### src/hw/rtl/sas_pkg.sv
package sas_pkg;

  localparam int unsigned PROB_W     = 16;
  localparam int unsigned LEVEL_W    = 16;
  localparam int unsigned MS_W       = 16;
  localparam int unsigned PERIOD_W   = 8;
  localparam int unsigned FRAME_W    = 24;
  localparam int unsigned TIME_W     = 32;
  localparam int unsigned SPK_ID_W   = 2;
  localparam int unsigned CFG_IDX_W  = 4;
  localparam int unsigned CFG_DATA_W = 24;

  // Register indexes of the configuration port
  typedef enum logic [CFG_IDX_W-1:0] {
    REG_ONSET_LEVEL     = 4'd0,
    REG_OFFSET_LEVEL    = 4'd1,
    REG_PAD_BEFORE_MS   = 4'd2,
    REG_PAD_AFTER_MS    = 4'd3,
    REG_MIN_GAP_MS      = 4'd4,
    REG_MIN_LENGTH_MS   = 4'd5,
    REG_FRAME_PERIOD_MS = 4'd6,
    REG_FRAME_TOTAL     = 4'd7
  } cfg_reg_e;

  typedef struct packed {
    logic [LEVEL_W-1:0]  onset_level;
    logic [LEVEL_W-1:0]  offset_level;
    logic [MS_W-1:0]     pad_before_ms;
    logic [MS_W-1:0]     pad_after_ms;
    logic [MS_W-1:0]     min_gap_ms;
    logic [MS_W-1:0]     min_length_ms;
    logic [PERIOD_W-1:0] frame_period_ms;
    logic [FRAME_W-1:0]  frame_total;
  } cfg_t;

  localparam cfg_t CFG_RESET = '{
    onset_level:     16'd32768,
    offset_level:    16'd32768,
    pad_before_ms:   16'd0,
    pad_after_ms:    16'd0,
    min_gap_ms:      16'd0,
    min_length_ms:   16'd0,
    frame_period_ms: 8'd80,
    frame_total:     24'hFFFFFF
  };

  typedef struct packed {
    logic [PROB_W-1:0] prob_spk0;
    logic [PROB_W-1:0] prob_spk1;
    logic [PROB_W-1:0] prob_spk2;
    logic [PROB_W-1:0] prob_spk3;
  } in_item_t;

  typedef struct packed {
    logic [TIME_W-1:0]   seg_begin_ms;
    logic [TIME_W-1:0]   seg_finish_ms;
    logic [SPK_ID_W-1:0] speaker_id;
    logic                last_of_run;
  } out_item_t;

  // Per-frame timing shared by all lanes
  typedef struct packed {
    logic               last;
    logic [FRAME_W-1:0] frame;
    logic [TIME_W-1:0]  start_ms;
    logic [TIME_W-1:0]  total_ms;
    logic [TIME_W-1:0]  end_close_ms;
    logic [TIME_W-1:0]  begin_ms;
  } frame_t;

  typedef struct packed {
    logic [TIME_W-1:0] begin_ms;
    logic [TIME_W-1:0] finish_ms;
  } seg_t;

  // Up to two finished segments from one lane per frame, in emission order
  typedef struct packed {
    logic first_v;
    seg_t first_seg;
    logic second_v;
    seg_t second_seg;
  } lane_res_t;

endpackage

### src/hw/rtl/sas_front.sv
module sas_front (
  input  logic              clk_i,
  input  logic              rst_ni,
  input  sas_pkg::cfg_t     cfg_i,
  input  logic              in_valid_i,
  output logic              in_stall_o,
  input  sas_pkg::in_item_t in_item_i,
  input  logic              adv_i,
  output logic              fire_o,
  output sas_pkg::in_item_t item_o,
  output sas_pkg::frame_t   frame_o
);
  import sas_pkg::*;

  logic s1_v_q, s2_v_q, s3_v_q, s4_v_q;
  in_item_t s1_item_q, s2_item_q, s3_item_q, s4_item_q;
  logic [FRAME_W-1:0] s2_frame_q, s3_frame_q;
  logic s2_last_q, s3_last_q;
  logic [TIME_W-1:0] s3_start_q, s3_total_q;
  frame_t s4_frame_q;
  logic [FRAME_W-1:0] fcnt_q;

  logic mv1, mv2, mv3, mv4, acc;
  logic cnt_last;
  logic [TIME_W-1:0] start_d, total_d, begin_d, end_d;
  logic [TIME_W:0] end_sum;

  // Stage moves: a stage loads when it is empty or passes its item on
  always_comb begin
    mv4        = s4_v_q && adv_i;
    mv3        = s3_v_q && (!s4_v_q || mv4);
    mv2        = s2_v_q && (!s3_v_q || mv3);
    mv1        = s1_v_q && (!s2_v_q || mv2);
    acc        = in_valid_i && (!s1_v_q || mv1);
    in_stall_o = s1_v_q && !mv1;
    fire_o     = mv4;
    item_o     = s4_item_q;
    frame_o    = s4_frame_q;
  end

  // Frame timing arithmetic, one step per stage
  always_comb begin
    cnt_last = fcnt_q == (cfg_i.frame_total - FRAME_W'(1));
    start_d  = {8'd0, s2_frame_q} * {24'd0, cfg_i.frame_period_ms};
    total_d  = {8'd0, cfg_i.frame_total} * {24'd0, cfg_i.frame_period_ms};
    end_sum  = {1'b0, s3_start_q} + {17'd0, cfg_i.pad_after_ms};
    end_d    = (end_sum > {1'b0, s3_total_q}) ? s3_total_q : end_sum[TIME_W-1:0];
    begin_d  = (s3_start_q >= {16'd0, cfg_i.pad_before_ms}) ?
               (s3_start_q - {16'd0, cfg_i.pad_before_ms}) : '0;
  end

  // Hold valid flags and the frame counter
  always_ff @(posedge clk_i or negedge rst_ni) begin
    if (!rst_ni) begin
      s1_v_q <= 1'b0;
      s2_v_q <= 1'b0;
      s3_v_q <= 1'b0;
      s4_v_q <= 1'b0;
      fcnt_q <= '0;
    end else begin
      if (acc) s1_v_q <= 1'b1;
      else if (mv1) s1_v_q <= 1'b0;
      if (mv1) s2_v_q <= 1'b1;
      else if (mv2) s2_v_q <= 1'b0;
      if (mv2) s3_v_q <= 1'b1;
      else if (mv3) s3_v_q <= 1'b0;
      if (mv3) s4_v_q <= 1'b1;
      else if (mv4) s4_v_q <= 1'b0;
      if (mv1) fcnt_q <= cnt_last ? '0 : fcnt_q + FRAME_W'(1);
    end
  end

  // Advance the item payload through the stages
  always_ff @(posedge clk_i) begin
    if (acc) s1_item_q <= in_item_i;
    if (mv1) begin
      s2_item_q  <= s1_item_q;
      s2_frame_q <= fcnt_q;
      s2_last_q  <= cnt_last;
    end
    if (mv2) begin
      s3_item_q  <= s2_item_q;
      s3_frame_q <= s2_frame_q;
      s3_last_q  <= s2_last_q;
      s3_start_q <= start_d;
      s3_total_q <= total_d;
    end
    if (mv3) begin
      s4_item_q               <= s3_item_q;
      s4_frame_q.last         <= s3_last_q;
      s4_frame_q.frame        <= s3_frame_q;
      s4_frame_q.start_ms     <= s3_start_q;
      s4_frame_q.total_ms     <= s3_total_q;
      s4_frame_q.end_close_ms <= end_d;
      s4_frame_q.begin_ms     <= begin_d;
    end
  end

endmodule

### config.mk
export PLATFORM = sky130hd
export DESIGN_NAME = sas_front
export DESIGN_NICKNAME = d
export VERILOG_FILES = /design/src/hw/rtl/sas_pkg.sv /design/src/hw/rtl/sas_front.sv
export SDC_FILE = /design/constraint.sdc
export NUM_CORES = 1
export LEC_CHECK = 0
export BUFFER_PORTS_ARGS = -buffer_cell sky130_fd_sc_hd__buf_2
export CORE_MARGIN = 5
export CORE_UTILIZATION = 59
export CTS_BUF_LIST = sky130_fd_sc_hd__clkbuf_16
export DETAILED_ROUTE_END_ITERATION = 6
export GPL_TIMING_DRIVEN = 0
export HOLD_SLACK_MARGIN = 0.12
export PLACE_DENSITY = 0.78
export SYNTH_ARGS = -nofsm -noshare
export SYNTH_HDL_FRONTEND = slang
export SYNTH_SLANG_ARGS = --single-unit
### constraint.sdc
create_clock -name clk_i -period 15.1 [get_ports clk_i]
set_clock_uncertainty 0.2 [all_clocks]
set_input_delay 2.265 -clock clk_i [delete_from_list [all_inputs] [get_ports clk_i]]
set_output_delay 2.265 -clock clk_i [all_outputs]
set_load 0.02 [all_outputs]
==> Word level (Yosys, flattened, before mapping) <==
Cells that the tools add are included.
{ "op_classes": {"add_sub_neg": 4, "multipliers": 2, "order_cmp": 2, "eq_ne": 1, "muxes": 10, "reduce_logical": 19} }
{ "ops": {"columns": ["op", "count"], "rows": [
  ["$mul 24x8->32", 2],
  ["$add 32x16->33", 1],
  ["$gt 33x32->1", 1],
  ["$ge 32x16->1", 1],
  ["$mux 32", 1],
  ["$sub 32x16->32", 1],
  ["$add 24x1->24 const B", 1],
  ["$eq 24x24->1", 1],
  ["$mux 24", 1],
  ["$sub 24x1->24 const B", 1],
  ["$mux 1", 8],
  ["$reduce_bool 2->1", 4],
  ["$logic_and 1x1->1", 6],
  ["$logic_not 1->1", 5],
  ["$logic_or 1x1->1", 4]
]} }
{ "word_totals": {"register_bits": 551, "elab_cells": 71} }

==> Logic depth before layout (Yosys ltp) <==
{ "logic_depth": {"depth_word": 10, "depth_mapped": 20, "ltp_nobuf": 18} }

==> Least setup slack after synthesis <==
Ideal clock, no wire load.
{ "synth_timing": {"kind": "input port to flip-flop", "startpoint": "input port adv_i", "endpoint": "register s4_frame_q, in the netlist frame_o[0] (enable)", "t_arrival_ps": 11920, "t_required_ps": 14075, "slack_ps": 2155, "stages": 2, "n_path_buf": 0, "path_cell_list": "nor2b_1 > nor2b_1"} }
{ "synth_between": {"elab_chain_len": 3} }
{ "synth_rtl": {"columns": ["item", "line_no", "source"], "rows": [
  ["start: declaration", "sas_front.sv:8", "input logic adv_i,"],
  ["$logic_and 1x1->1", "sas_front.sv:30", "mv4 = s4_v_q && adv_i;"],
  ["$logic_or 1x1->1", "sas_front.sv:31", "mv3 = s3_v_q && (!s4_v_q || mv4);"],
  ["$logic_and 1x1->1", "sas_front.sv:31", null],
  ["named net mv3", "sas_front.sv:23", "logic mv1, mv2, mv3, mv4, acc;"],
  ["end: declaration", "sas_front.sv:20", "frame_t s4_frame_q;"]
]} }
The timed path passes the listed nets, and every way through them passes these cells.
A chain may end at the register's enable or synchronous reset.

==> Worst setup path after layout <==
{ "layout_timing": {"startpoint": "input port cfg_i[26] (netlist bit)", "endpoint": "register s3_total_q[31] (data pin)"} }
{ "layout_between": {"elab_chain_len": 1} }
{ "layout_rtl": {"columns": ["item", "line_no", "source"], "rows": [
  ["start: declaration", "sas_front.sv:4", "input sas_pkg::cfg_t cfg_i,"],
  ["$mul 24x8->32", "sas_front.sv:45", "total_d = {8'd0, cfg_i.frame_total} * {24'd0, cfg_i.frame_period_ms};"],
  ["named net total_d[31]", "sas_front.sv:25", "logic [TIME_W-1:0] start_d, total_d, begin_d, end_d;"],
  ["end signal: assignment", "sas_front.sv:86", "s3_total_q <= total_d;"],
  ["end: declaration", "sas_front.sv:19", "logic [TIME_W-1:0] s3_start_q, s3_total_q;"]
]} }
The timed path passes the listed nets, and every way through them passes these cells.

==> out/results.tsv <==
stage	metric	value	unit
die	Cell Rows	87	
route	antenna-violating nets left	0	
critical_path	Worst R2R Path Depth	18	
grt	largest net degree at the start of global routing	98	
critical_path	Reg2Reg Setup Slack	8.50	ns
clock_network	CTS Buffer Depth	3	
synthesis	Netlist cell types	77	
clock_network	Sink Count	551	
synthesis	register area share after synthesis	49.1	%
synthesis	flops & latches, synth	551	
critical_path	crit path cell chain	clkbuf_1, clkbuf_1, nand2_1, fa_1, fa_1, inv_1, fa_1, inv_1, fa_1, inv_1, ha_1, a21o_1, a211oi_1, a21oi_1, o21ai_0, o21ai_0, a211oi_1, a21oi_1, xnor2_1	
sta	Slew @ Worst Pin	0.930	ns
grt	GRT met1 Usage	35.7	%
route	Via Count	22000	
run_status	status	finished, final reports clean	
sta	Final setup viols	0	
final_layout	fraction of layout cells with a size suffix above 1	15.6	%
clock_network	CTS H-Tree Depth	2	
grt	Total GRT Usage	26.8	%
place	I/O Buffers	339	
hold_path	worst hold path type	flip-flop to flip-flop	
synthesis	Post-synth ARST share	5.08	%
clock_network	clk slew on worst S/H paths	0.06	ns
clock_network	post-CTS setup buffer count	0	
route	routed vias/inst	5.64	
clock_network	post-CTS sizing	0	
synthesis	cell taking the most area after synthesis	edfxtp_1	
job	MaxCap Viol Count	0	
grt	initial antenna violation count	6	
die	core area	56300	µm²
grt	grt met3 use	4.70	%
grt	vias in the first global route	22700	
clock_network	CTS tree	built	
critical_path	critical path depth	19	
clock_network	total CTS buffers	55	
place	Post-DP Area	36300	µm²
synthesis	Post-synth top flop	edfxtp_1	
final_layout	Area Growth Syn to Fin	13.8	%
pwr	power per cell area	192	nW/µm²
critical_path	RR Endpoint	frame_o[57]	
critical_path	CP arrival	8.27	ns
final_layout	Design Area, Final	38000	µm²
sta	Max Fclk	0.123	GHz
die	Die Ht	248	µm
die	Top Ports	415	
final_layout	Final Core Density	67.6	%
sta	Slew headroom	37.6	%
sta	worst hold slack	0.208	ns
route	DR pass1 iterations	5	
critical_path	Top cell by count, worst path	fa_1	
critical_path	Worst Path Required	15.23	ns
sta	fin crit period	8.14	ns
grt	GRT met2 Usage	45.3	%
place	HPWL Detailed	64200	µm
sta	RSZ-0062 raised after global routing	no	
synthesis	Gate Count Post-Synth	2694	
critical_path	CP Launch Type	input port	
route	DRC errors left	0	
clock_network	root buf cell	clkbuf_16	
synthesis	Yosys top cell area share	47.0	%
critical_path	kind of critical path	input port to flip-flop	
synthesis	Synth top cells by count	523 x edfxtp_1, 332 x inv_1, 308 x and2_1	
critical_path	crit path to	s3_total_q[31]	
route	final wirelength	82900	µm
clock_network	hold_buf cts	0	
pwr	leak pwr	16.3	nW
synthesis	post-synthesis cell area	33400	µm²
synthesis	top cells by area, synth	edfxtp_1 47%, fa_1 16%, ha_1 6.4%	
critical_path	slowest cell on the critical path	clkbuf_1	
sta	Final Hold Viols	0	
place	RePlAce Congestion	0.929	
sta	PnR worst setup slack	6.96	ns
place	Setup WS pre-CTS	6.45	ns
critical_path	critical path's largest stage delay	0.58	ns
critical_path	reg2reg start	s3_start_q[0]	
grt	first-pass GRT wire length	127000	µm
synthesis	Synth Net Count	3326	
critical_path	Top Family by Delay on Critical Path	adder cells	
synthesis	Avg Inst Size Synth	12.4	µm²
final_layout	NumNets Final	3731	
sta	Final Cycle Share	53.9	%
pwr	Worst VDD drop	0.128	mV
synthesis	Post-synth EDFFs	523	
synthesis	most common cell in the netlist	edfxtp_1	
grt	GRT overflow	0	
critical_path	Worst setup EP type	flip-flop	
route	Iter 0 DRT Violations	1820	
clock_network	Clock Latency Late Sink	0.62	ns
die	Die ar.	61500	µm²
sta	final slew viol count	0	
grt	GRT busiest layer	met2	
die	Die Width	248	µm
critical_path	CP bufs+invs	5	
die	Initial Util	59.4	%
route	Avg WL per Cell	21.2	µm
critical_path	crit path max fanout	10	
synthesis	number of synthesis warnings	0	
critical_path	Crit. Startpoint	cfg_i[26]	
-- worst reg2reg max path, stage by stage (launching register included) --
cell and delay, ns:
edfxtp_1 0.45, ha_1 0.26, fa_1 0.45, a211oi_1 0.34, o21ai_0 0.16, a2bb2oi_1 0.21
a21oi_1 0.15, o31ai_1 0.60, a21boi_0 0.24, xor2_1 0.23, ha_1 0.37, and4_1 0.24
nand3_1 0.14, or4_1 0.57, o41ai_1 0.36, a21oi_1 0.15, a31oi_1 0.44, buf_2 0.37
mux2_2 0.38
-- stage by stage --
| step | total power, mW | std cells | setup TNS (ns) |
|---|---|---|---|
| after global placement | 5.88 | 3789 | -425.88 |
| after global routing | 7.83 | 3904 | 0 |
| final | 7.31 | 3904 | 0 |
| after CTS | 7.30 | 3901 | 0 |
| after floorplan | 4.97 | 2694 | 0 |
| after detailed placement | 5.98 | 3798 | 0 |
-- logic make-up (layout without fill, tap and decap cells) --
group	count (synthesis)	after routing	share of synthesized area, %
buf+inv	425	876	4.84
flops	551	551	49.1
simple gates	778	778	12.7
compound gates	335	335	6.37
other cells	0	3	0
mux	39	39	1.29
xor+xnor	130	130	3.41
fa+ha+maj	436	436	22.3
-- power by group --
group / total, mW / leakage, nW / switching, mW / internal (mW)
sequential: 2.49 / 5.46 / 0.250 / 2.24
clock: 1.30 / 0.891 / 0.567 / 0.735
combinational: 3.52 / 9.93 / 2.11 / 1.41
-- per-layer routing --
layer | share of wire [%] | wire [µm]
met5 | 0.053 | 44
met4 | 3.7 | 3100
met3 | 7.9 | 6540
met2 | 49 | 40800
met1 | 39 | 32500
-- registers in the layout, summed over array words and instances, names as in the netlist --
| register | count |
|---|---|
| fcnt_q | 24 |
| frame_o | 153 |
| item_o | 64 |
| s1_item_q | 64 |
| s1_v_q | 1 |
| s2_frame_q | 24 |
| s2_item_q | 64 |
| s2_last_q | 1 |
| s2_v_q | 1 |
| s3_frame_q | 24 |
| s3_item_q | 64 |
| s3_last_q | 1 |
| s3_start_q | 32 |
| s3_total_q | 32 |
| s3_v_q | 1 |
| s4_v_q | 1 |
-- cell type report --
type	instances	area, µm²
Antenna cell	3	7.51
Fill cell	4087	18200
Timing Repair Buffer	348	1890
Buffer	92	368
Clock inverter	48	375
Tap cell	756	946
Clock buffer	55	1380
Sequential cell	551	16400
Multi-Input combinational cell	1718	15400
Inverter	333	1250
-- layout by cell type, fill, tap and decap left out, drive strengths merged, types with 30 or more instances in the layout --
master and instances:
edfxtp 523, buf 360, inv 344, and2 308, fa 266, ha 170, nand2 157, clkbuf 135
a21oi 117, nor2 93, xnor2 79, o21ai 69, xor2 51, nand3 47, mux2 32, nor3 30
clkinv 30
-- worst min-delay path by stage --
stage / start / end / cells after the start
after floorplan: s3_frame_q[0] / frame_o[128] / 0
after global placement: s2_item_q[63] / s3_item_q[63] / 0
after detailed placement: s3_frame_q[10] / frame_o[138] / 0
after CTS: s3_frame_q[15] / frame_o[143] / 0
after global routing: s3_frame_q[15] / frame_o[143] / 0
final: s1_item_q[6] / s2_item_q[6] / 0
Note: power is estimated with default switching activity, not from simulation.
