## src/hw/rtl/sas_pkg.sv

```systemverilog
package sas_pkg;

  localparam int unsigned PROB_W     = 16;
  localparam int unsigned LEVEL_W    = 16;
  localparam int unsigned MS_W       = 16;
  localparam int unsigned PERIOD_W   = 8;
  localparam int unsigned FRAME_W    = 24;
  localparam int unsigned TIME_W     = 32;
  localparam int unsigned SPK_ID_W   = 2;
  localparam int unsigned CFG_IDX_W  = 4;
  localparam int unsigned CFG_DATA_W = 24;

  // Register indexes of the configuration port
  typedef enum logic [CFG_IDX_W-1:0] {
    REG_ONSET_LEVEL     = 4'd0,
    REG_OFFSET_LEVEL    = 4'd1,
    REG_PAD_BEFORE_MS   = 4'd2,
    REG_PAD_AFTER_MS    = 4'd3,
    REG_MIN_GAP_MS      = 4'd4,
    REG_MIN_LENGTH_MS   = 4'd5,
    REG_FRAME_PERIOD_MS = 4'd6,
    REG_FRAME_TOTAL     = 4'd7
  } cfg_reg_e;

  typedef struct packed {
    logic [LEVEL_W-1:0]  onset_level;
    logic [LEVEL_W-1:0]  offset_level;
    logic [MS_W-1:0]     pad_before_ms;
    logic [MS_W-1:0]     pad_after_ms;
    logic [MS_W-1:0]     min_gap_ms;
    logic [MS_W-1:0]     min_length_ms;
    logic [PERIOD_W-1:0] frame_period_ms;
    logic [FRAME_W-1:0]  frame_total;
  } cfg_t;

  localparam cfg_t CFG_RESET = '{
    onset_level:     16'd32768,
    offset_level:    16'd32768,
    pad_before_ms:   16'd0,
    pad_after_ms:    16'd0,
    min_gap_ms:      16'd0,
    min_length_ms:   16'd0,
    frame_period_ms: 8'd80,
    frame_total:     24'hFFFFFF
  };

  typedef struct packed {
    logic [PROB_W-1:0] prob_spk0;
    logic [PROB_W-1:0] prob_spk1;
    logic [PROB_W-1:0] prob_spk2;
    logic [PROB_W-1:0] prob_spk3;
  } in_item_t;

  typedef struct packed {
    logic [TIME_W-1:0]   seg_begin_ms;
    logic [TIME_W-1:0]   seg_finish_ms;
    logic [SPK_ID_W-1:0] speaker_id;
    logic                last_of_run;
  } out_item_t;

  // Per-frame timing shared by all lanes
  typedef struct packed {
    logic               last;
    logic [FRAME_W-1:0] frame;
    logic [TIME_W-1:0]  start_ms;
    logic [TIME_W-1:0]  total_ms;
    logic [TIME_W-1:0]  end_close_ms;
    logic [TIME_W-1:0]  begin_ms;
  } frame_t;

  typedef struct packed {
    logic [TIME_W-1:0] begin_ms;
    logic [TIME_W-1:0] finish_ms;
  } seg_t;

  // Up to two finished segments from one lane per frame, in emission order
  typedef struct packed {
    logic first_v;
    seg_t first_seg;
    logic second_v;
    seg_t second_seg;
  } lane_res_t;

endpackage

```

## src/hw/rtl/sas_lane.sv

```systemverilog
module sas_lane (
  input  logic                          clk_i,
  input  logic                          rst_ni,
  input  sas_pkg::cfg_t                 cfg_i,
  input  logic [sas_pkg::PROB_W-1:0]    prob_i,
  input  sas_pkg::frame_t               frame_i,
  input  logic                          fire_i,
  output sas_pkg::lane_res_t            res_o
);
  import sas_pkg::*;

  // True when hi - lo, taken as signed, is at least lim
  function automatic logic at_least(input logic [TIME_W-1:0] lo,
                                    input logic [TIME_W-1:0] hi,
                                    input logic [MS_W-1:0] lim);
    logic signed [TIME_W:0] diff;
    diff = $signed({1'b0, hi}) - $signed({1'b0, lo});
    return diff >= $signed({17'd0, lim});
  endfunction

  logic act_q, pv_q;
  logic [TIME_W-1:0] pb_q, pf_q;
  logic [FRAME_W-1:0] os_q;
  logic [TIME_W-1:0] oft_q, ob_q;

  logic opening, closing_lvl, act_a, closing, merge, end_later;
  logic ok_old, ok_ext, ok_new, ok1, pv1;
  logic [TIME_W-1:0] end_sel, begin_sel, pb1, pf1;

  // Hysteresis, close, gap merge and length checks for one frame
  always_comb begin
    opening     = !act_q && (prob_i > cfg_i.onset_level);
    closing_lvl = act_q && (prob_i < cfg_i.offset_level);
    act_a       = opening || (act_q && !closing_lvl);
    closing     = closing_lvl || (frame_i.last && act_a);
    end_sel     = closing_lvl ? frame_i.end_close_ms : frame_i.total_ms;
    begin_sel   = opening ? frame_i.begin_ms : ob_q;
    merge       = pv_q && !at_least(pf_q, begin_sel, cfg_i.min_gap_ms);
    end_later   = end_sel > pf_q;
    ok_old      = at_least(pb_q, pf_q, cfg_i.min_length_ms);
    ok_ext      = at_least(pb_q, end_sel, cfg_i.min_length_ms);
    ok_new      = at_least(begin_sel, end_sel, cfg_i.min_length_ms);

    if (!closing) begin
      pv1 = pv_q;
      pb1 = pb_q;
      pf1 = pf_q;
      ok1 = ok_old;
    end else if (merge) begin
      pv1 = 1'b1;
      pb1 = pb_q;
      pf1 = end_later ? end_sel : pf_q;
      ok1 = end_later ? ok_ext : ok_old;
    end else begin
      pv1 = 1'b1;
      pb1 = begin_sel;
      pf1 = end_sel;
      ok1 = ok_new;
    end

    res_o.first_v              = closing && !merge && pv_q && ok_old;
    res_o.first_seg.begin_ms   = pb_q;
    res_o.first_seg.finish_ms  = pf_q;
    res_o.second_v             = frame_i.last && pv1 && ok1;
    res_o.second_seg.begin_ms  = pb1;
    res_o.second_seg.finish_ms = pf1;
  end

  // Update activity and pending flags; the last frame clears them
  always_ff @(posedge clk_i or negedge rst_ni) begin
    if (!rst_ni) begin
      act_q <= 1'b0;
      pv_q  <= 1'b0;
    end else if (fire_i) begin
      act_q <= !frame_i.last && act_a;
      pv_q  <= !frame_i.last && pv1;
    end
  end

  // Hold the pending segment; keep the open start time tracking the registers
  always_ff @(posedge clk_i) begin
    if (fire_i) begin
      pb_q <= pb1;
      pf_q <= pf1;
    end
    if (fire_i && opening) begin
      os_q  <= frame_i.frame;
      oft_q <= frame_i.start_ms;
      ob_q  <= frame_i.begin_ms;
    end else begin
      oft_q <= {8'd0, os_q} * {24'd0, cfg_i.frame_period_ms};
      ob_q  <= (oft_q >= {16'd0, cfg_i.pad_before_ms}) ?
               (oft_q - {16'd0, cfg_i.pad_before_ms}) : '0;
    end
  end

endmodule

```

## config.mk

```make
export PLATFORM = sky130hd
export DESIGN_NAME = sas_lane
export DESIGN_NICKNAME = d
export VERILOG_FILES = /design/src/hw/rtl/sas_pkg.sv /design/src/hw/rtl/sas_lane.sv
export SDC_FILE = /design/constraint.sdc
export NUM_CORES = 1
export LEC_CHECK = 0
export BUFFER_PORTS_ARGS = -buffer_cell sky130_fd_sc_hd__buf_2
export CORE_ASPECT_RATIO = 0.5
export CORE_MARGIN = 5
export CORE_UTILIZATION = 59
export CTS_CLUSTER_SIZE = 16
export DETAILED_ROUTE_END_ITERATION = 6
export GPL_ROUTABILITY_DRIVEN = 0
export PLACE_DENSITY = 0.82
export SETUP_SLACK_MARGIN = 0.05
export SYNTH_ARGS = -nofsm -noshare
export SYNTH_HDL_FRONTEND = slang
export SYNTH_SLANG_ARGS = --single-unit
export TNS_END_PERCENT = 1
```

## constraint.sdc

```tcl
create_clock -name clk_i -period 12.05 [get_ports clk_i]
set_input_delay 1.8075 -clock clk_i [delete_from_list [all_inputs] [get_ports clk_i]]
set_output_delay 1.8075 -clock clk_i [all_outputs]
set_load 0.01 [all_outputs]
```

Yosys cells after proc, flatten, opt, wreduce, memory -nomap -nowiden. Index checks and enable logic that the tools add are counted.

Flip-flop bits (word level): 154. Input bits: 300.

$add $sub $neg: 5. Multiply operators: 1. Order comparisons: 8. Mux-type cells: 14. Reductions and logical operators: 20.

Operators by type and width (count): two-way mux 32 bit (10); greater-or-equal comparator 33 x 17 -> 1 bit (4); subtractor 32 x 32 -> 33 bit (4); greater-or-equal comparator 32 x 16 -> 1 bit (1); greater-than comparator 32 bit (1); multiplier 24 x 8 -> 32 bit (1); subtractor 32 x 16 -> 32 bit (1); greater-than comparator 16 bit (1); < comparator 16 bit (1); logical AND 1 bit (13); logical NOT 1 bit (5); two-way mux 1 bit (4); logical OR 1 bit (2).

Longest topological paths before layout. Gate-level depths: netlist (run 1).

Depth after elaboration: 11. Mapped depth: 35. Depth with buffers taken out: 33.

Worst setup path before layout (run 1). No wires, ideal clock.

Path kind: input -> output. Start: input port cfg_i[121] in the netlist's numbering. End: output port res_o[64] in the netlist's numbering. Arrival time: 7.926 ns. Path slack: 2.316 ns. Stages on the path: 31. Buffers on the path: 2. Cells stage by stage: inv_1 > ha_1 > a21oi_1 > nor2b_1 > o21ai_0 > a21oi_1 > or4_1 > o21a_1 > nand2b_1 > clkbuf_1 > clkbuf_1 > mux2_2 > inv_1 > ha_1 > a211o_1 > or3_1 > o2111ai_1 > o211ai_1 > and3_1 > o21a_1 > nor2_1 > xnor2_1 > ha_1 > a221oi_1 > nand4_1 > or4_1 > a2111o_1 > nor4_1 > nand4_1 > o311ai_0 > nor3_1.

RTL lines: start, declared (line sas_lane.sv:4) `input sas_pkg::cfg_t cfg_i,`; end, declared (line sas_lane.sv:8) `output sas_pkg::lane_res_t res_o`.

==> impl_summary.md, run 1 <==
GRT
The pin count of the biggest net entering global routing is 101. Global routing finished with a remaining overflow of 0. The overall track demand over capacity in global routing is 31.8%. The number of global-route vias before repair is 21800.

The initial antenna violation count is 11. The first global-routing pass estimated 113000 µm of wire.

Logic synthesis
Among all flip-flop cells after synthesis, the most frequent one is sky130_fd_sc_hd__edfxtp_1. The largest family of logic cells by synthesized area is adder cells. The number of flops mapped to enable cells by yosys is 88.

The most area-hungry cell type in the Yosys netlist is sky130_fd_sc_hd__ha_1. The adder-cell share of the synthesized area is 28.9%. The mux cell area share after synthesis is 5.90%. When the netlist entered floorplanning its net count stood at 3554. By area the synthesized netlist is led by sky130_fd_sc_hd__ha_1, sky130_fd_sc_hd__fa_1, sky130_fd_sc_hd__edfxtp_1, sky130_fd_sc_hd__dfxtp_1, sky130_fd_sc_hd__inv_1. The area fraction in compound gates after synthesis is 19.1%. The number of warnings issued by yosys is 0. The most repeated cell in the gate-level netlist after synthesis is sky130_fd_sc_hd__inv_1.

The number of instances in the synthesized netlist is 2794. Summing the areas of all and, or, nand and nor instances in the mapped netlist gives 17.6% of the synthesized area. Sorting the synthesized cells by how often they occur yields sky130_fd_sc_hd__inv_1, sky130_fd_sc_hd__ha_1, sky130_fd_sc_hd__nand2_1. The synthesized design devotes to its leading area cell type 17.2% of total area. The fraction of synthesis flops using an asynchronous set or reset pin is 1.30%. Summing the sequential cell areas from Yosys gives 16.9% of the chip area. The post-synthesis register bit count is 154. The mean instance size in the synthesized netlist is 8.39 µm².

Synthesis instantiated 95 different standard cells from the library. After Yosys synthesis, XOR and XNOR cells account for 4.67% of the synthesized area. After synthesis the cells add up to 0.0235 mm².

Critical path
The required time of the critical path is 10.24 ns. The largest single stage delay on the critical path is 0.47 ns. The cell type of the slowest stage on the worst timing path is sky130_fd_sc_hd__mux2_2. Of all nets on the critical path, the largest fanout is 32.

The number of cells traversed by the worst register-to-register path is 22. The endpoint arrival time on the critical path is 9.69 ns. STA classifies the critical path endpoint as an output port. The worst setup path is launched from an input port. The type of the worst setup path is in -> out.

Placement
The placement-stage cell area is 0.0258 mm². The detailed-placement wirelength estimate is 59000 µm. Port buffering added 389 buffers. The pre-CTS worst setup slack is 0.427 ns.

Floorplanning
The core region is 0.0391 mm². The starting density of the core is 60.1%. The die boundary height is 151 µm.

In this run the horizontal extent of the chip is 292 µm. The die covers 0.0441 mm². 430 I/O pins were placed. The floorplan has 51 rows.

Routing
The overall routed net length is 73200 µm. The count of nets left with antenna violations once routing finished came out at 0. The first-pass iteration count of the detailed router is 6. The post-detailed-route via-to-cell ratio is 6.12. The total via count in the routed design is 22600. Dividing the detail-routed wire length by the instance count gives 19.8 µm. The number of violations reported at the end of detailed-routing iteration 0 is 2451. In the routed design, unresolved DRC markers number 0.

STA
The actual transition at the worst max-transition pin is 1.01 ns. Dividing the final minimum period by the clock period gives 95.4%. The total setup violations reported at the end of the flow is 0. The count of final max-slew check failures was 0. For the final database, setup skew stands at 0.0152 ns. The sum of negative setup slack is 0 ns. The clock period minus final worst setup slack is 11.50 ns. The final-report hold violation count was 0. Setup repair after global routing left no endpoint under its margin. Headroom to the max-slew limit came out at 32.3%. The peak clock frequency supported by timing is 0.0870 GHz. The worst path meets setup with 0.550 ns of slack.

Clocking
The number of clock buffers added by TritonCTS is 17. The total clock sinks is 154. The insertion delay of the later-clocked pin in the worst-skew pair is 0.46 ns. The maximum buffer depth of the clock tree is 2. The clock-pin transition on the worst setup and hold timing paths is 0.07 ns.

The number of hold buffers added after CTS is 0. The cell at the root of the clock tree is sky130_fd_sc_hd__clkbuf_16. The maximum level of the CTS H-tree is 4. The TritonCTS clock tree is built.

Hold path
The worst hold path was traced through 2 stages. The tightest min-delay check is of the reg -> reg type.

Finish
The sequential cell area in the final layout is 0.00397 mm². After the last flow step, the layout net total stands at 3898. Once layout is done, the placed cells without fillers occupy 0.0264 mm². The number of filler cells placed in the layout is 3214. Measured on the finished design, the core utilization comes to 67.7%. The signed area change from the synthesized netlist to the final layout is 12.7%. The layout cell share with drive strength beyond 1 is 17.8%. The area of the multi-input gates is 0.0179 mm².

Run
Max-cap violations in this run came to 0.

Pwr
IR analysis of the VDD net gives a maximum drop of 0.000135 V. The static leakage is 0.0129 µW. The power density over the cells is 240 mW/mm².

Outcome
The run finished with clean final reports.
sequential cells by signal, summed over array words and instances, names as in the netlist:
register and flops:
ob_q 32, pf_q 32, pb_q 32, pv_q 1
os_q 24, oft_q 32, act_q 1
path summary, 6_finish.rpt:
kind / from / endpoint / slack [ns]
worst min-delay path: oft_q[29] / ob_q[29] / 0.57
min in group asynchronous: rst_ni / act_q / 1.15
worst max register to register: act_q / pf_q[31] / 5.08
max in group asynchronous: rst_ni / pv_q / 10.79
worst min register to register: oft_q[29] / ob_q[29] / 0.57
worst max-delay path: cfg_i[121] / res_o[31] / 0.55
metal layers:
layer,vias up,GRT usage [%],routed length [µm]
met4,0,13.5,3180
met1,10600,40.2,28400
met3,206,6.65,7420
li1,10600,-,-
met2,1214,53.7,34200
met5,-,0,0
placed cells by master (no fill, tap or decap), types with 18 or more instances in the layout:
cell / instances
sky130_fd_sc_hd__nand3_1: 50
sky130_fd_sc_hd__a21o_1: 83
sky130_fd_sc_hd__a21oi_1: 214
sky130_fd_sc_hd__xnor2_1: 78
sky130_fd_sc_hd__nor3_1: 36
sky130_fd_sc_hd__o21ai_0: 168
sky130_fd_sc_hd__edfxtp_1: 88
sky130_fd_sc_hd__ha_1: 323
sky130_fd_sc_hd__o21bai_1: 19
sky130_fd_sc_hd__mux2_2: 74
sky130_fd_sc_hd__inv_1: 335
sky130_fd_sc_hd__nand2b_1: 33
sky130_fd_sc_hd__a31oi_1: 18
sky130_fd_sc_hd__clkbuf_16: 18
sky130_fd_sc_hd__nor2b_1: 40
sky130_fd_sc_hd__mux2_4: 28
sky130_fd_sc_hd__nand4_1: 45
sky130_fd_sc_hd__nor4_1: 23
sky130_fd_sc_hd__nand2_1: 288
sky130_fd_sc_hd__buf_2: 389
sky130_fd_sc_hd__fa_1: 137
sky130_fd_sc_hd__xor2_1: 47
sky130_fd_sc_hd__o21a_1: 35
sky130_fd_sc_hd__dfxtp_1: 64
sky130_fd_sc_hd__nor2_1: 139
sky130_fd_sc_hd__and2_1: 94
power breakdown:
| group | switching, µW | leakage, µW | internal [µW] |
|---|---|---|---|
| Clock | 259 | 0.000285 | 293 |
| Sequential | 135 | 0.00141 | 766 |
| Combinational | 2840 | 0.0112 | 2050 |
critical path, delay by kind of cell:
family	cells	cell delay, ns
AO/OA/AOI/OAI	10	2.57
buffers and inverters	6	0.92
adder cells (fa/ha/maj)	3	1.06
XOR/XNOR	1	0.30
AND/OR/NAND/NOR	10	2.16
multiplexers	2	0.83
metrics by stage:
stage	instances	power (µW)	hold WS, ns
floorplan	2794	4480	0.499
global placement	3649	5490	0.537
detailed placement	3649	5630	0.548
CTS	3681	6220	0.564
global route	3692	6900	0.601
finish	3693	6350	0.570
layout make-up:
| type | count | share of cell area (%) |
|---|---|---|
| Clock inverter | 11 | 0.369 |
| Clock buffer | 21 | 1.82 |
| Tap cell | 530 | 2.51 |
| Multi-Input combinational cell | 2232 | 67.7 |
| Timing Repair Buffer | 396 | 7.63 |
| Inverter | 337 | 4.79 |
| Sequential cell | 154 | 15.0 |
| Antenna cell | 12 | 0.114 |
cell families (layout without fill, tap and decap cells):
| kind of cell | Yosys count | in the layout |
|---|---|---|
| adders and majority gates | 460 | 460 |
| and+or+nand+nor | 829 | 829 |
| other | 0 | 12 |
| muxes | 115 | 115 |
| xor gates and xnor gates | 125 | 125 |
| AOI/OAI and AO/OA | 703 | 703 |
| DFF | 154 | 154 |
| buffers and inverters | 408 | 765 |
what timing repair did:
action                                  4_1_cts  5_1_grt
endpoints found under the setup margin        0       46
buffers inserted                              0        0
endpoints found under the hold margin         0        0
resized for setup                             0        3
Note: power is estimated with default switching activity, not from simulation.
==> run 2, diff against run 1 <==
- CORE_UTILIZATION: 59 -> 63
- PLACE_DENSITY: 0.82 -> 0.87
- RECOVER_POWER: unset -> 25
- clock period: 12.05 -> 13.4 ns (I/O delays scaled with it)
==> impl_summary.md, run 2 (synthesis results as in run 1) <==
Clocking
The TritonCTS clock tree is built. The maximum level of the CTS H-tree is 4 (unchanged). The total clock sinks is 154 (unchanged). The count of buffers added by post-CTS timing repair for setup came to 0 (unchanged).

The clock-pin transition on the worst setup and hold timing paths came to 0.07 ns (about the same). The number of hold buffers added after CTS came to 0 (unchanged). The maximum buffer depth of the clock tree is 2 (unchanged).

The insertion delay of the later-clocked pin in the worst-skew pair is 0.47 ns (about the same). The cell at the root of the clock tree is sky130_fd_sc_hd__clkbuf_16. The post-cts resize count is 0 (unchanged).

The number of buffers created by CTS is 17 (unchanged).

Finish
The signed area change from the synthesized netlist to the final layout is 12.3%. The final design instance area without fill is 0.0263 mm² (-0.40%). The number of filler cells placed in the layout is 2712 (-16%). In the layout the commonest cells are sky130_fd_sc_hd__buf_2, sky130_fd_sc_hd__inv_1, sky130_fd_sc_hd__ha_1.

The layout cell share with drive strength beyond 1 was 17.5% (-0.24 points). The net total in the final layout was 3896 (-0.051%). The most common library cell in the layout ignoring fill and taps is sky130_fd_sc_hd__buf_2.

Critical path
The critical path startpoint category is an input port. The cell type of the slowest stage on the worst timing path is sky130_fd_sc_hd__nor2_8. The endpoint arrival time on the critical path came to 10.12 ns (+0.43 ns).

The worst-path maximum fanout is 32 (unchanged). The capturing element type of the critical path is an output port. The category of cells accounting for the largest share of critical-path delay is compound AO/OA/AOI/OAI gates. The required time of the critical path came to 11.39 ns (+1.15 ns). The delay of the slowest critical-path stage is 0.75 ns (+0.28 ns). The type of the worst setup path is in -> out.

The number of buffer and inverter stages on the critical path is 5 (-1).

STA
The smallest clock period supported by the final layout is computed as 12.13 ns. The final-report hold violation count came to 0 (unchanged). The setup skew after layout is 0.0175 ns (+0.00239 ns).

The peak clock frequency supported by timing is 0.0825 GHz. The sum of negative setup slack was 0 ns (unchanged). Setup repair after global routing left no endpoint under its margin. The total setup violations reported at the end of the flow is 0 (unchanged).

The tightest slew margin relative to the limit is -183% (-220 points). The final clock period utilization by the worst path is 90.5%. The count of final max-slew check failures is 69 (+69). The actual transition at the worst max-transition pin is 4.25 ns (+3.23 ns).

Outcome
The checks that failed: DRC, capacitance limit, slew limit. The run finished, with violations left.

GRT
The overall track demand over capacity in global routing is 34.4% (+2.6 points). The global-route wire length before repair is 114000 µm (+1.6%). The total grt overflow came to 0 (unchanged). The initial antenna violation count came to 7 (-4). The pin count of the biggest net entering global routing is 100 (-0.99%). The number of global-route vias before repair is 22000 (+0.82%).

Floorplanning
The area of the die came to 0.0414 mm² (-6.0%). The starting density of the core is 64.5% (+4.5 points). The core box area is 0.0364 mm² (-6.9%). The die boundary height is 146 µm (-3.0%). The cell row count is 49 (-3.9%).

The die span in x is 283 µm (-3.1%). The boundary pin count is 430 (unchanged).

Pwr
The peak supply drop is 0.000152 V (+12%). The static leakage is 0.0129 µW (-0.22%). The power density over the cells was 219 mW/mm² (-8.9%).

The total power consumption of the routed design was 5760 µW (-9.2%).

Routing
The overall routed net length was 74200 µm (+1.3%). The first-pass iteration count of the detailed router is 7 (+1). The number of design rule violations left after detail routing is 1 (+1).

The per-cell routed wire length is 20.4 µm (+2.8%). The post-detailed-route via-to-cell ratio came to 6.31 (+3.1%). The total via count in the routed design is 23000 (+1.6%).

The number of violations reported at the end of detailed-routing iteration 0 is 2912 (+19%). The number of nets still failing antenna checks after routing was 0 (unchanged).

Hold path
The min-delay analysis places its worst path in the category reg -> reg.

Placement
The placement-stage cell area is 0.0257 mm² (-0.33%). The number of buffers added on ports is 389 (unchanged). The detailed-placement wirelength estimate is 58900 µm (-0.13%).

Run
The number of maximum-capacitance constraint violations was 1 (+1).
run 2: layout make-up:
class,count,area (µm²),area share (%)
antenna,6,15.0,0.0570
clock buffer,20,468,1.78
clock inverter,12,126,0.480
inverter,337,1260,4.81
multi-input combinational,2232,17900,68.0
sequential,154,3970,15.1
tap,484,606,2.30
timing repair buffer,394,1980,7.50
run 2: layer usage:
layer	share of wire [%]	wire length, µm	track usage, %
met5	0.020	15	0
met2	46	34200	56.8
met1	37	27700	42.9
met3	12	8600	9.56
met4	4.9	3660	13.9
run 2: path summary, 6_finish.rpt:
path	from	end	slack, ns	depth (start not counted)
max	cfg_i[121]	res_o[2]	1.27	31
min	oft_q[29]	ob_q[29]	0.58	2
max reg2reg	act_q	pf_q[31]	6.24	21
min reg2reg	oft_q[29]	ob_q[29]	0.58	2
max in group asynchronous	rst_ni	pv_q	11.86	1
min in group asynchronous	rst_ni	act_q	1.36	1
run 2: report_power, final:
part,switching [µW],internal (µW),total (µW)
combinational,2590,1840,4430
clock,240,277,517
sequential,122,690,812
total,2960,2810,5760
run 2: tightest hold or removal path, cell delays in order (launching register included):
cell and delay (ns):
sky130_fd_sc_hd__dfxtp_1 0.34, sky130_fd_sc_hd__xnor2_1 0.15, sky130_fd_sc_hd__o21ai_1 0.05
run 2: metrics by stage:
step | utilization (%) | cells | hold WS (ns) | setup slack (ns)
2_1_floorplan | - | 2794 | 0.499 | 3.26
5_1_grt | 72.4 | 3639 | 0.601 | 0.895
6_report | 72.4 | 3639 | 0.581 | 1.27
3_3_place_gp | 70.8 | 3601 | 0.532 | 1.54
3_5_place_dp | 70.8 | 3601 | 0.556 | 1.45
4_1_cts | 72.4 | 3633 | 0.571 | 1.44
